==> src/rtl/core/sbst_pkg.sv <==
// shared types, constants and helpers for the software breakpoint slot table
package sbst_pkg;

    localparam int SLOTS         = 8;
    localparam int SLOT_IDX_W    = (SLOTS > 1) ? $clog2(SLOTS) : 1;
    localparam int ADDR_W        = 32;
    localparam int WORD_W        = 16;
    localparam int TYPE_W        = 3;
    localparam int STATUS_W      = 3;
    localparam int SLOT_FIELD_W  = 3;

    localparam logic [7:0]        TRAP_RESET_HI = 8'h4A;
    localparam logic [7:0]        TRAP_RESET_LO = 8'hFC;
    localparam logic [WORD_W-1:0] TRAP_RESET    = {TRAP_RESET_HI, TRAP_RESET_LO};
    localparam logic [ADDR_W-1:0] FREE_ADDR     = 32'h0000_0000;

    localparam logic              KIND_INSERT = 1'b0;
    localparam logic              KIND_DELETE = 1'b1;
    localparam logic [TYPE_W-1:0] BP_TYPE_SW  = 3'd0;

    typedef enum logic [STATUS_W-1:0] {
        ST_OK          = 3'd0,
        ST_BAD_TYPE    = 3'd1,
        ST_ALREADY_SET = 3'd2,
        ST_FULL        = 3'd3,
        ST_NOT_FOUND   = 3'd4
    } status_t;

    typedef logic [SLOTS-1:0][ADDR_W-1:0] addr_array_t;
    typedef logic [SLOT_IDX_W-1:0]        slot_idx_t;

    // lookup results from the comparator bank
    typedef struct packed {
        logic      match_hit;
        slot_idx_t match_idx;
        logic      free_hit;
        slot_idx_t free_idx;
    } slot_lookup_t;

    // table update for one request
    typedef struct packed {
        logic              ins;
        logic              del;
        slot_idx_t         idx;
        logic [ADDR_W-1:0] address;
        logic [WORD_W-1:0] word;
    } slot_upd_t;

    // lowest set bit of a slot mask
    function automatic slot_idx_t first_set(input logic [SLOTS-1:0] mask);
        slot_idx_t idx;
        idx = '0;
        for (int i = SLOTS - 1; i >= 0; i--) begin
            if (mask[i]) begin
                idx = SLOT_IDX_W'(i);
            end
        end
        return idx;
    endfunction

endpackage

==> src/rtl/core/software_breakpoint_slot_table_unit.sv <==
// top level of the software breakpoint slot table
// usage:
//   requests enter on the s_ stream channel, one transfer per request:
//   s_tuser carries kind and breakpoint type, s_tdata the target address
//   and the original instruction word. every request yields exactly one
//   result transfer on the m_ channel with a status, a memory write
//   request (address and word) and the slot index used.
//   the trap word register is written over the cfg_ channel, which is
//   always ready; write it only while no request is in flight.
// pipeline and throughput:
//   a request is captured in the input register at its s_ transfer and
//   resolved by the comparator bank into the result register (m_tvalid).
//   while m_tready is high one request per cycle is sustained, since the
//   slot table updates at the edge that loads the result.
// reset:
//   aresetn low frees all slots, clears saved words, loads the default
//   trap word and empties both pipeline registers.
// stalls:
//   when m_tready is low the result holds and the input register holds
//   one more request; s_tready drops only when both are occupied.
module software_breakpoint_slot_table_unit (
    input  logic        aclk,
    input  logic        aresetn,

    input  logic        s_tvalid,
    output logic        s_tready,
    input  logic [47:0] s_tdata,   // address[31:0], original_word[47:32]
    input  logic [3:0]  s_tuser,   // kind[0], bp_type[3:1]

    output logic        m_tvalid,
    input  logic        m_tready,
    output logic [55:0] m_tdata,   // status[2:0], mem_write[3], write_address[35:4],
                                   // write_word[51:36], slot[54:52], zero[55]

    input  logic        cfg_valid,
    output logic        cfg_ready,
    input  logic [15:0] cfg_data   // trap_word[15:0]
);

    // trap word register
    logic [sbst_pkg::WORD_W-1:0] trap_word_reg;

    assign cfg_ready = 1'b1;

    always_ff @(posedge aclk) begin
        if (!aresetn) begin
            trap_word_reg <= sbst_pkg::TRAP_RESET;
        end else if (cfg_valid && cfg_ready) begin
            trap_word_reg <= cfg_data;
        end
    end

    // input register
    logic                          in_valid_reg;
    logic                          in_kind_reg;
    logic [sbst_pkg::TYPE_W-1:0]   in_type_reg;
    logic [sbst_pkg::ADDR_W-1:0]   in_addr_reg;
    logic [sbst_pkg::WORD_W-1:0]   in_word_reg;

    // result register
    logic                          out_valid_reg;
    sbst_pkg::status_t             status_reg,   status_next;
    logic                          mem_write_reg, mem_write_next;
    logic [sbst_pkg::ADDR_W-1:0]   waddr_reg,    waddr_next;
    logic [sbst_pkg::WORD_W-1:0]   wword_reg,    wword_next;
    logic [sbst_pkg::SLOT_FIELD_W-1:0] slot_reg, slot_next;

    // the request in the input register moves on when the result slot frees
    logic advance;
    assign advance  = !out_valid_reg || m_tready;
    assign s_tready = !in_valid_reg || advance;

    always_ff @(posedge aclk) begin
        if (!aresetn) begin
            in_valid_reg <= 1'b0;
        end else if (s_tready) begin
            in_valid_reg <= s_tvalid;
        end
    end

    always_ff @(posedge aclk) begin
        if (s_tvalid && s_tready) begin
            in_kind_reg <= s_tuser[0];
            in_type_reg <= s_tuser[3:1];
            in_addr_reg <= s_tdata[31:0];
            in_word_reg <= s_tdata[47:32];
        end
    end

    // slot table and lookup
    sbst_pkg::addr_array_t         slot_address;
    sbst_pkg::slot_lookup_t        lookup;
    sbst_pkg::slot_upd_t           upd;
    logic [sbst_pkg::WORD_W-1:0]   saved_word;

    sbst_match u_match (
        .slot_address (slot_address),
        .req_address  (in_addr_reg),
        .lookup       (lookup)
    );

    sbst_slot_store u_store (
        .aclk         (aclk),
        .aresetn      (aresetn),
        .upd          (upd),
        .rd_idx       (lookup.match_idx),
        .slot_address (slot_address),
        .rd_word      (saved_word)
    );

    // request decode; failed requests leave the table unchanged and the write fields at zero
    logic fire;
    assign fire = in_valid_reg && advance;

    always_comb begin
        status_next    = sbst_pkg::ST_OK;
        mem_write_next = 1'b0;
        waddr_next     = '0;
        wword_next     = '0;
        slot_next      = '0;
        upd.ins        = 1'b0;
        upd.del        = 1'b0;
        upd.idx        = lookup.free_idx;
        upd.address    = in_addr_reg;
        upd.word       = in_word_reg;
        if (in_type_reg != sbst_pkg::BP_TYPE_SW) begin
            status_next = sbst_pkg::ST_BAD_TYPE;
        end else if (in_kind_reg == sbst_pkg::KIND_INSERT) begin
            // address zero matches any free slot, so it reports already set, or full when no slot is free
            if (lookup.match_hit) begin
                status_next = sbst_pkg::ST_ALREADY_SET;
            end else if (!lookup.free_hit) begin
                status_next = sbst_pkg::ST_FULL;
            end else begin
                mem_write_next = 1'b1;
                waddr_next     = in_addr_reg;
                wword_next     = trap_word_reg;
                slot_next      = sbst_pkg::SLOT_FIELD_W'(lookup.free_idx);
                upd.ins        = fire;
            end
        end else begin
            if (!lookup.match_hit) begin
                status_next = sbst_pkg::ST_NOT_FOUND;
            end else begin
                mem_write_next = 1'b1;
                waddr_next     = in_addr_reg;
                wword_next     = saved_word;
                slot_next      = sbst_pkg::SLOT_FIELD_W'(lookup.match_idx);
                upd.idx        = lookup.match_idx;
                upd.del        = fire;
            end
        end
    end

    always_ff @(posedge aclk) begin
        if (!aresetn) begin
            out_valid_reg <= 1'b0;
        end else if (advance) begin
            out_valid_reg <= in_valid_reg;
        end
    end

    always_ff @(posedge aclk) begin
        if (fire) begin
            status_reg    <= status_next;
            mem_write_reg <= mem_write_next;
            waddr_reg     <= waddr_next;
            wword_reg     <= wword_next;
            slot_reg      <= slot_next;
        end
    end

    assign m_tvalid = out_valid_reg;
    assign m_tdata  = {1'b0, slot_reg, wword_reg, waddr_reg, mem_write_reg, status_reg};

    // a successful result always carries a memory write, a failed one nothing
    assert property (@(posedge aclk) disable iff (!aresetn)
        m_tvalid |-> (mem_write_reg == (status_reg == sbst_pkg::ST_OK)))
        else $error("memory write does not follow status");

    assert property (@(posedge aclk) disable iff (!aresetn)
        (m_tvalid && status_reg != sbst_pkg::ST_OK) |->
            (waddr_reg == '0 && wword_reg == '0 && slot_reg == '0))
        else $error("failed result carries write fields");

    // the table only changes when a request leaves the input register
    assert property (@(posedge aclk) disable iff (!aresetn)
        !fire |-> (!upd.ins && !upd.del))
        else $error("table update without a request");

    // an insert result never names address zero
    assert property (@(posedge aclk) disable iff (!aresetn)
        (fire && upd.ins) |-> (in_addr_reg != sbst_pkg::FREE_ADDR))
        else $error("insert of address zero");

endmodule

==> src/rtl/core/sbst_match.sv <==
// parallel address comparators and priority encoders over the slot table
module sbst_match (
    input  sbst_pkg::addr_array_t              slot_address,
    input  logic [sbst_pkg::ADDR_W-1:0]        req_address,
    output sbst_pkg::slot_lookup_t             lookup
);

    logic [sbst_pkg::SLOTS-1:0] match_mask;
    logic [sbst_pkg::SLOTS-1:0] free_mask;

    always_comb begin
        for (int i = 0; i < sbst_pkg::SLOTS; i++) begin
            match_mask[i] = (slot_address[i] == req_address);
            free_mask[i]  = (slot_address[i] == sbst_pkg::FREE_ADDR);
        end
    end

    always_comb begin
        lookup.match_hit = |match_mask;
        lookup.match_idx = sbst_pkg::first_set(match_mask);
        lookup.free_hit  = |free_mask;
        lookup.free_idx  = sbst_pkg::first_set(free_mask);
    end

endmodule

==> src/rtl/core/sbst_slot_store.sv <==
// slot registers: breakpoint addresses and saved instruction words
module sbst_slot_store (
    input  logic                          aclk,
    input  logic                          aresetn,
    input  sbst_pkg::slot_upd_t           upd,
    input  sbst_pkg::slot_idx_t           rd_idx,
    output sbst_pkg::addr_array_t         slot_address,
    output logic [sbst_pkg::WORD_W-1:0]   rd_word
);

    sbst_pkg::addr_array_t                               slot_address_reg;
    logic [sbst_pkg::SLOTS-1:0][sbst_pkg::WORD_W-1:0]    slot_word_reg;

    always_ff @(posedge aclk) begin
        if (!aresetn) begin
            slot_address_reg <= '0;
            slot_word_reg    <= '0;
        end else if (upd.ins) begin
            slot_address_reg[upd.idx] <= upd.address;
            slot_word_reg[upd.idx]    <= upd.word;
        end else if (upd.del) begin
            // freeing keeps the saved word
            slot_address_reg[upd.idx] <= sbst_pkg::FREE_ADDR;
        end
    end

    assign slot_address = slot_address_reg;
    assign rd_word      = slot_word_reg[rd_idx];

    assert property (@(posedge aclk) disable iff (!aresetn)
        upd.ins |=> slot_address_reg[$past(upd.idx)] == $past(upd.address))
        else $error("insert did not land in its slot");

    assert property (@(posedge aclk) disable iff (!aresetn)
        upd.del |=> slot_address_reg[$past(upd.idx)] == sbst_pkg::FREE_ADDR)
        else $error("delete did not free its slot");

    assert property (@(posedge aclk) disable iff (!aresetn)
        upd.del |=> slot_word_reg[$past(upd.idx)] == $past(slot_word_reg[upd.idx]))
        else $error("delete disturbed the saved word");

    assert property (@(posedge aclk) disable iff (!aresetn)
        !(upd.ins && upd.del))
        else $error("insert and delete in one cycle");

endmodule
==> config.mk <==
export PLATFORM = sky130hd
export DESIGN_NAME = software_breakpoint_slot_table_unit
export DESIGN_NICKNAME = d
export VERILOG_FILES = /design/src/rtl/core/sbst_pkg.sv /design/src/rtl/core/software_breakpoint_slot_table_unit.sv /design/src/rtl/core/sbst_match.sv /design/src/rtl/core/sbst_slot_store.sv
export SDC_FILE = /design/constraint.sdc
export NUM_CORES = 1
export LEC_CHECK = 0
export BUFFER_PORTS_ARGS = -buffer_cell sky130_fd_sc_hd__buf_2
export CORE_MARGIN = 2
export CORE_UTILIZATION = 63
export CTS_BUF_LIST = sky130_fd_sc_hd__clkbuf_8
export DETAILED_ROUTE_END_ITERATION = 7
export GPL_TIMING_DRIVEN = 0
export PLACE_DENSITY_LB_ADDON = 0.15
export SYNTH_ARGS = -nofsm -noshare
export SYNTH_HDL_FRONTEND = slang
export SYNTH_HIERARCHICAL = 1
export SYNTH_SLANG_ARGS = --single-unit
==> constraint.sdc <==
create_clock -name aclk -period 6.2 [get_ports aclk]
set_clock_uncertainty 0.15 [all_clocks]
set_input_delay 1.24 -clock aclk [delete_from_list [all_inputs] [get_ports aclk]]
set_output_delay 1.24 -clock aclk [all_outputs]
set_load 0.005 [all_outputs]
# Word level (Yosys, flattened, before mapping)
# Index checks and enable logic that the tools add are counted.
[op_classes]
bitwise = 2
n_lt_le_gt_ge = 3
eq_ne = 8
n_reduce_logical = 19
n_mux = 52
[ops]
columns = ["cell", "count"]
rows = [
  ["2-to-1 mux 256 bit", 2],
  ["AND 256 bit", 1],
  ["bitwise mux 256 bit", 1],
  ["equality test 32 bit", 8],
  ["zero test 32 bit", 8],
  ["NOT 256 bit", 1],
  ["2-to-1 mux 32 bit", 5],
  ["bitwise mux 128 bit", 1],
  ["demux 32 bit (select 3 bit)", 1],
  ["2-to-1 mux 16 bit", 6],
  ["2-to-1 mux 3 bit", 22],
  ["binary-select mux 16 bit (select 3 bit)", 1],
  ["demux 16 bit (select 3 bit)", 1],
  ["OR reduction 8 bit", 2],
  ["less-than comparator 3 x 4 -> 1 bit (second input constant)", 2],
  ["2-to-1 mux 4 bit", 2],
  ["2-to-1 mux 1 bit", 7],
  ["2-to-1 mux 5 bit", 1],
  ["2-to-1 mux 2 bit", 2],
  [">= comparator 3 x 1 -> 1 bit (second input constant)", 1],
  ["logical AND 1 bit", 3],
  ["nonzero test 3 bit", 1],
  ["zero test 1 bit", 2],
  ["logical OR 1 bit", 2],
  ["nonzero test 2 bit", 1],
]
[word_totals]
ff_bits = 509
out_inout_bits = 59

# Logic depth before layout (Yosys ltp)
# Gate-level depths: netlist of run 1.
[depth]
ltp_word = 20
depth_mapped = 18
depth_no_buf = 13

# Hierarchy
# The synthesis of run 1 kept the hierarchy.
[by_module_without_submodules]
columns = ["mod", "cells_per_inst", "area_per_inst_um2", "instances"]
rows = [
  ["sbst_slot_store", 1290, 13746.9, 1],
  ["software_breakpoint_slot_table_unit", 247, 4474.3, 1],
  ["sbst_match", 493, 3836.2, 1],
]

# Worst setup path before layout of run 1
# Ideal clock, no wire load.
[synth_path]
path_kind = "input to register"
startpoint = "input port m_tready"
endpoint = "register u_store/slot_word_reg[10] in the netlist's numbering"
stages = 8
setup_ns = 0.132
arrival_time_ns = 5.138
path_slack_ns = 0.780
n_path_buf = 2
cell_sequence = "nor2b_1 > nor2b_1 > and2_1 > or4b_1 > buf_2 > buf_6 > nand2_1 > a21oi_1"
[synth_lines]
columns = ["item", "line", "text"]
rows = [
  ["start, declared", "software_breakpoint_slot_table_unit.sv:31", "input logic m_tready,"],
  ["end signal, assigned by index", "sbst_slot_store.sv:20", "slot_word_reg[upd.idx] <= upd.word;"],
  ["end, declared", "sbst_slot_store.sv:12", "logic [sbst_pkg::SLOTS-1:0][sbst_pkg::WORD_W-1:0] slot_word_reg;"],
]

==> results of run 1 <==
-- area by class of cell --
class / count / area (um2) / share of cell area
flip-flops and latches: 509 / 11300 / 0.452
multi-input cells: 1316 / 9520 / 0.382
clock buffers: 96 / 1320 / 0.0530
plain buffers: 202 / 1270 / 0.0510
repair buffers: 130 / 681 / 0.0273
well taps: 455 / 569 / 0.0229
clock inverters: 56 / 270 / 0.0109
inverters: 3 / 11.3 / 0.000452
-- cells in the final DEF (no fill, tap or decap), types with 3 or more instances in the layout --
cell,Yosys,final
buf_2,67,195
buf_4,34,34
a21oi_1,138,138
a22o_1,267,267
mux2i_1,16,16
nand4b_1,3,3
nand4_1,57,57
and2_1,66,65
edfxtp_1,107,107
clkbuf_1,29,29
nand2_1,275,275
nor2_1,16,16
and4bb_1,3,3
buf_6,40,40
clkinvlp_4,0,3
buf_1,32,32
nor4_1,100,100
nor2b_1,14,13
clkinv_2,0,10
clkinv_1,0,7
xor2_1,128,128
nand4bb_1,3,3
clkbuf_8,0,96
o2bb2ai_1,7,7
xnor2_1,128,128
nor4_2,5,5
a21oi_2,5,5
mux4_2,32,32
mux2_2,19,19
dfxtp_1,402,402
and4b_1,3,3
inv_1,2,35
-- through the flow --
stage,std cells,hold slack [ns],TNS (ns)
final,2767,0.305,0
after global routing,2767,0.322,0
after CTS,2767,0.304,0
after detailed placement,2615,0.295,0
after global placement,2613,0.289,-356.17
after floorplan,2030,0.283,0
-- layer usage --
| metal | GRT usage | up-vias | wire, um |
|---|---|---|---|
| met5 | 0 | - | 0 |
| met4 | 0.187 | 0 | 3440 |
| met3 | 0.137 | 244 | 10500 |
| met2 | 0.580 | 1337 | 31200 |
| met1 | 0.549 | 8587 | 28800 |
| li1 | - | 7743 | - |
-- worst max-delay path, stage by stage, from the launching register on --
cell	delay (ns)
edfxtp_1	0.38
buf_2	0.41
xor2_1	0.35
nor4_1	0.11
nand4_1	0.10
nor2_1	0.11
a21oi_1	0.24
nor2b_4	0.23
nand3b_1	0.22
or3b_4	0.47
nor2_2	0.11
buf_4	0.18
and2_1	0.33
buf_4	0.22
nand4_1	0.48
clkbuf_1	0.43
nand2_1	0.17
a21oi_1	0.07
-- power by group --
part / switching [mW] / leakage, nW / internal (mW)
clock: 1.36 / 0.940 / 1.46
sequential: 0.0241 / 4.24 / 3.43
combinational: 0.336 / 4.32 / 0.152
-- path summary, 6_finish.rpt --
check | start | end | slack, ns | cells after the start
max reg2reg | in_addr_reg[24] | u_store/slot_word_reg[120] | 1.26 | 17
max | in_addr_reg[24] | u_store/slot_word_reg[120] | 1.26 | 17
min reg2reg | u_store/slot_word_reg[17] | u_store/slot_word_reg[17] | 0.30 | 2
min | u_store/slot_word_reg[17] | u_store/slot_word_reg[17] | 0.30 | 2
-- cells by family after synthesis --
family / count (synthesis)
AOI/OAI and AO/OA: 429
and+or+nand+nor: 562
other: 2
DFF: 509
xor gates and xnor gates: 256
muxes: 67
buffers and inverters: 205
==> flow_summary_export.csv, run 1 <==
group,metric,value,unit
run_status,outcome,"finished, final reports clean",
route,vias_per_cell,6.47,
yosys,yosysTopAreaCell,"dfxtp_1",
die,rows,68,
power,power,6.77,mW
yosys,ys.flop_type,"dfxtp_1",
hold_path,hold_path_class,"reg -> reg",
yosys,synth_mux_area_frac,0.0496,
finish,diodes,0,
power,powerDensity,272,nW/um2
finish,nNetsFinal,2318,
power,p_leak,9.50,nW
yosys,ys_warn_count,6,
clock_network,cts_hold_buf,0,
grt,gr-usage-all-layers,0.404,
power,peakVddDrop,0.000213,V
finish,largest_reg_flops,256,
setup_path,cp_max_fo,10,
place,dp_hpwl,49.7,mm
clock_network,numCtsBuffers,83,
yosys,synth.most_common_cell,"dfxtp_1",
yosys,synth.top_cells.by_area,"dfxtp_1 36%, edfxtp_1 15%, a22o_1 11%",
finish,nFillCells,2600,
route,dr.pass1.iters,6,
yosys,synthTopCellsByCount,"402 x dfxtp_1, 275 x nand2_1, 267 x a22o_1, 138 x a21oi_1",
yosys,synthArstFlopShare,0,
yosys,synth-seq-cells,509,
clock_network,cts_htree_levels,3,
yosys,synth_fa_ha_area_frac,0,
setup_path,worstSetupStartpointType,"flop",
route,routed_wl,73.9,mm
finish,drive_above_1_share,0.200,
sta,finalCriticalPeriod,4.94,ns
yosys,synth_top_area_frac,0.365,
grt,first_global_vias,17349,
route,first_iter_violations,2395,
grt,overflow,0,
yosys,synth_area_per_cell,10.9,um2
clock_network,ctsRootBufferMaster,"clkbuf_8",
route,wl_per_cell,26.7,um
route,route.detailed.drc,0,
place,place_ws,1.49,ns
clock_network,cts_tree,"done",
die,io-pin-count,132,
setup_path,worstSetupEndpointType,"flop",
yosys,synth-edff-count,107,
yosys,syn-instance-count,2030,
clock_network,cts.repair.resized,0,
sta,worst_slack,1.26,ns
place,gp_congestion,1.06,
grt,antenna_found_initial,0,
sta,hold_violations,0,
sta,max_freq,0.203,GHz
yosys,yosys.cell_types.count,56,
sta,rsz0062_at_grt,"false",
setup_path,cp.arrival,5.28,ns
place,portBuffers,128,
yosys,synthesis.nets,2103,
clock_network,clkSlewWorstSetupHoldPaths,0.06,ns
yosys,syn_area,22100,um2
finish,utilization,0.721,
route,vias,17911,
yosys,yosys.area_share.xor_xnor,0.102,
sta,worst_pin_slew,1.23,ns
yosys,yosys.area_share.simple,0.133,
route,ant_nets,0,
die,dieArea,36500,um2
grt,grt_first_pass_wirelength,108,mm
clock_network,clock_latency,0.66,ns
die,die_height,191,um
sta,period_share,0.796,
grt,grt_max_degree,33,
place,place_area,23300,um2
die,design.core.area,34500,um2
die,initial_core_util,0.639,
sta,timing.slew.headroom,0.183,
clock_network,clock_sinks,509,
die,die_w,191,um
clock_network,cts.path.max_buffers,3,
yosys,synth_compound_area_frac,0.147,
clock_network,post_cts_buffers,0,
finish,final_area,24900,um2
yosys,synth_top_family_by_area,"compound AO/OA/AOI/OAI gates",
sta,slew_viol_final,0,
job,cap_viol_max_count,0,
setup_path,worstSetupPathType,"reg -> reg",
sta,setup_viol,0,
yosys,ys_seq_area_frac,0.511,
setup_path,crit_required,6.54,ns
finish,area_delta_synth_final,12.9,%
No activity file was read; power rests on OpenSTA's default activity.
==> inputs of run 2 (changes only) <==
--- a/config.mk
+++ b/config.mk
@@ -7,7 +7,7 @@
 export LEC_CHECK = 0
 export BUFFER_PORTS_ARGS = -buffer_cell sky130_fd_sc_hd__buf_2
 export CORE_MARGIN = 2
-export CORE_UTILIZATION = 63
+export CORE_UTILIZATION = 57
 export CTS_BUF_LIST = sky130_fd_sc_hd__clkbuf_8
 export DETAILED_ROUTE_END_ITERATION = 7
 export GPL_TIMING_DRIVEN = 0
==> constraint.sdc (replaced) <==
create_clock -name aclk -period 4.1 [get_ports aclk]
set_clock_uncertainty 0.15 [all_clocks]
set_input_delay 0.82 -clock aclk [delete_from_list [all_inputs] [get_ports aclk]]
set_output_delay 0.82 -clock aclk [all_outputs]
set_load 0.005 [all_outputs]
==> run 2 against run 1 <==
  * Utilization down 5.0 points
  * Sequential power up 51%
  * Sequential share of layout area down 1.5 points
  * Global-route usage down 2.9 points
  * Worst setup slack worse by 1.2 ns
  * Register-to-register slack worse by 1.2 ns
  * Sequential cell count unchanged
  * Via count down 0.14%
  * Critical endpoint is now wword_reg[10]
  * Highest routed layer unchanged
==> flow_summary_export.csv, run 2 (synthesis results as in run 1) <==
group,metric,value,unit
run_status,outcome,"finished, final reports clean",
place,gp_congestion,0.934,
die,rows,72,
clock_network,cts_htree_levels,3,
finish,multi_input_area,9890,um2
finish,regArea,11300,um2
setup_path,path_buf_inv,3,
finish,diodes,0,
die,dieArea,40300,um2
finish,largest_reg_flops,256,
route,vias_per_cell,6.30,
route,routed_wl,76.6,mm
power,power,10.4,mW
power,powerDensity,405,nW/um2
die,die_w,201,um
setup_path,critical_path.top_delay_family,"multiplexers",
route,ant_nets,0,
clock_network,clock_latency,0.65,ns
die,io-pin-count,132,
route,first_iter_violations,2392,
sta,period_share,0.994,
job,cap_viol_max_count,0,
finish,drive_above_1_share,0.233,
power,p_leak,9.85,nW
grt,first_global_vias,17239,
route,route.detailed.drc,0,
grt,antenna_found_initial,0,
place,portBuffers,128,
setup_path,cpMaxStageDelayCell,"mux4_2",
setup_path,crit_required,4.34,ns
route,dr.pass1.iters,6,
grt,gr-usage-all-layers,0.375,
route,wl_per_cell,27.0,um
finish,area_delta_synth_final,16.8,%
route,vias,17886,
grt,grt_busiest_layer,"met2",
sta,rsz0062_at_grt,"true",
clock_network,cts_tree,"done",
clock_network,clock_sinks,509,
clock_network,ctsRootBufferMaster,"clkbuf_8",
grt,grt_max_degree,53,
die,die_height,201,um
finish,nFillCells,3039,
clock_network,numCtsBuffers,82,
setup_path,crit_path_cell_trace,"buf_6 -> xnor2_2 -> nand4_1 -> nor4_2 -> nand2_2 -> a21oi_2 -> o21ai_2 -> a21oi_2 -> buf_6 -> buf_8 -> mux4_2 -> mux2_2 -> a22o_1",
hold_path,hold_path_class,"in -> reg",
sta,timing.slew.headroom,0.283,
place,placedCellCount,2677,
place,dp_hpwl,51.0,mm
grt,met1_usage,0.534,
sta,worst_pin_slew,1.08,ns
grt,overflow,0,
sta,finalCriticalPeriod,4.08,ns
setup_path,worstSetupPathType,"reg -> reg",
finish,final_area,25800,um2
sta,max_freq,0.245,GHz
grt,use_met2,0.546,
grt,grt_first_pass_wirelength,111,mm
finish,nNetsFinal,2336,
finish,final_cell_mix,"402 x dfxtp_1, 273 x nand2_1, 267 x a22o_1, 173 x buf_2, 134 x a21oi_1",
finish,instances_no_fill,2841,
grt,use_met3,0.0925,
clock_network,clkSlewWorstSetupHoldPaths,0.06,ns
clock_network,cts.path.max_buffers,3,
sta,hold_violations,0,
power,peakVddDrop,0.000289,V
setup_path,cp_max_fo,10,
setup_path,worstSetupStartpointType,"flop",
clock_network,cts_hold_buf,0,
die,initial_core_util,0.575,
finish,final_common_cell,"dfxtp_1",
sta,slew_viol_final,0,
setup_path,worstSetupEndpointType,"flop",
sta,setup_viol,0,
place,place_area,23400,um2
setup_path,max_stage_delay,0.56,ns
setup_path,cp.arrival,4.31,ns
die,design.core.area,38400,um2
[run 2: changes by cell type in the layout (fill, tap and decap cells not counted), sizes merged]
cell | previous run | this run
buf | 303 | 318
clkbuf | 125 | 134
inv | 38 | 29
clkinv | 17 | 12
bufinv | 1 | 3
clkinvlp | 3 | 2
[run 2: path summary, 6_finish.rpt]
| check | cells after the start | to | slack [ns] | from |
|---|---|---|---|---|
| max reg2reg | 13 | wword_reg[10] | 0.02 | in_addr_reg[31] |
| max | 13 | wword_reg[10] | 0.02 | in_addr_reg[31] |
| min reg2reg | 2 | u_store/slot_word_reg[86] | 0.30 | u_store/slot_word_reg[86] |
| min | 1 | in_word_reg[0] | 0.19 | s_tdata[32] |
[run 2: area by class of cell]
| cell class | instances | share of cell area |
|---|---|---|
| Timing Repair Buffer | 151 | 0.0330 |
| Buffer | 200 | 0.0566 |
| Multi-Input combinational cell | 1316 | 0.384 |
| Sequential cell | 509 | 0.437 |
| Inverter | 3 | 0.000437 |
| Clock inverter | 43 | 0.0101 |
| Tap cell | 518 | 0.0252 |
| Clock buffer | 101 | 0.0540 |
[run 2: routing by layer]
layer,up-vias,wire (um),share of wire
met5,-,0,0
met4,0,2910,0.038
met3,199,8800,0.11
met2,1174,33000,0.43
met1,8745,32000,0.42
li1,7768,-,-
[run 2: power by group]
group          switching, mW  leakage, nW  total [mW]  internal [mW]
Clock                   2.03        0.950        4.44           2.40
Combinational          0.532         4.66       0.783          0.251
Sequential            0.0363         4.24        5.23           5.19
[run 2: through the flow]
step / TNS (ns) / setup WS, ns / util / hold WS, ns
2_1_floorplan: 0 / 0.211 / - / 0.283
3_3_place_gp: -387.89 / -1.30 / 0.608 / 0.288
3_5_place_dp: -139.98 / -0.609 / 0.609 / 0.294
4_1_cts: 0 / 0.00219 / 0.659 / 0.162
5_1_grt: -0.283 / -0.0254 / 0.671 / 0.172
6_report: 0 / 0.0238 / 0.671 / 0.195
[run 2: what timing repair did]
item,4_1_cts,5_1_grt
pin swaps,7,22
setup endpoints to repair,400,382
gates resized for setup,52,94
hold endpoints to repair,0,0
buffers inserted,9,13
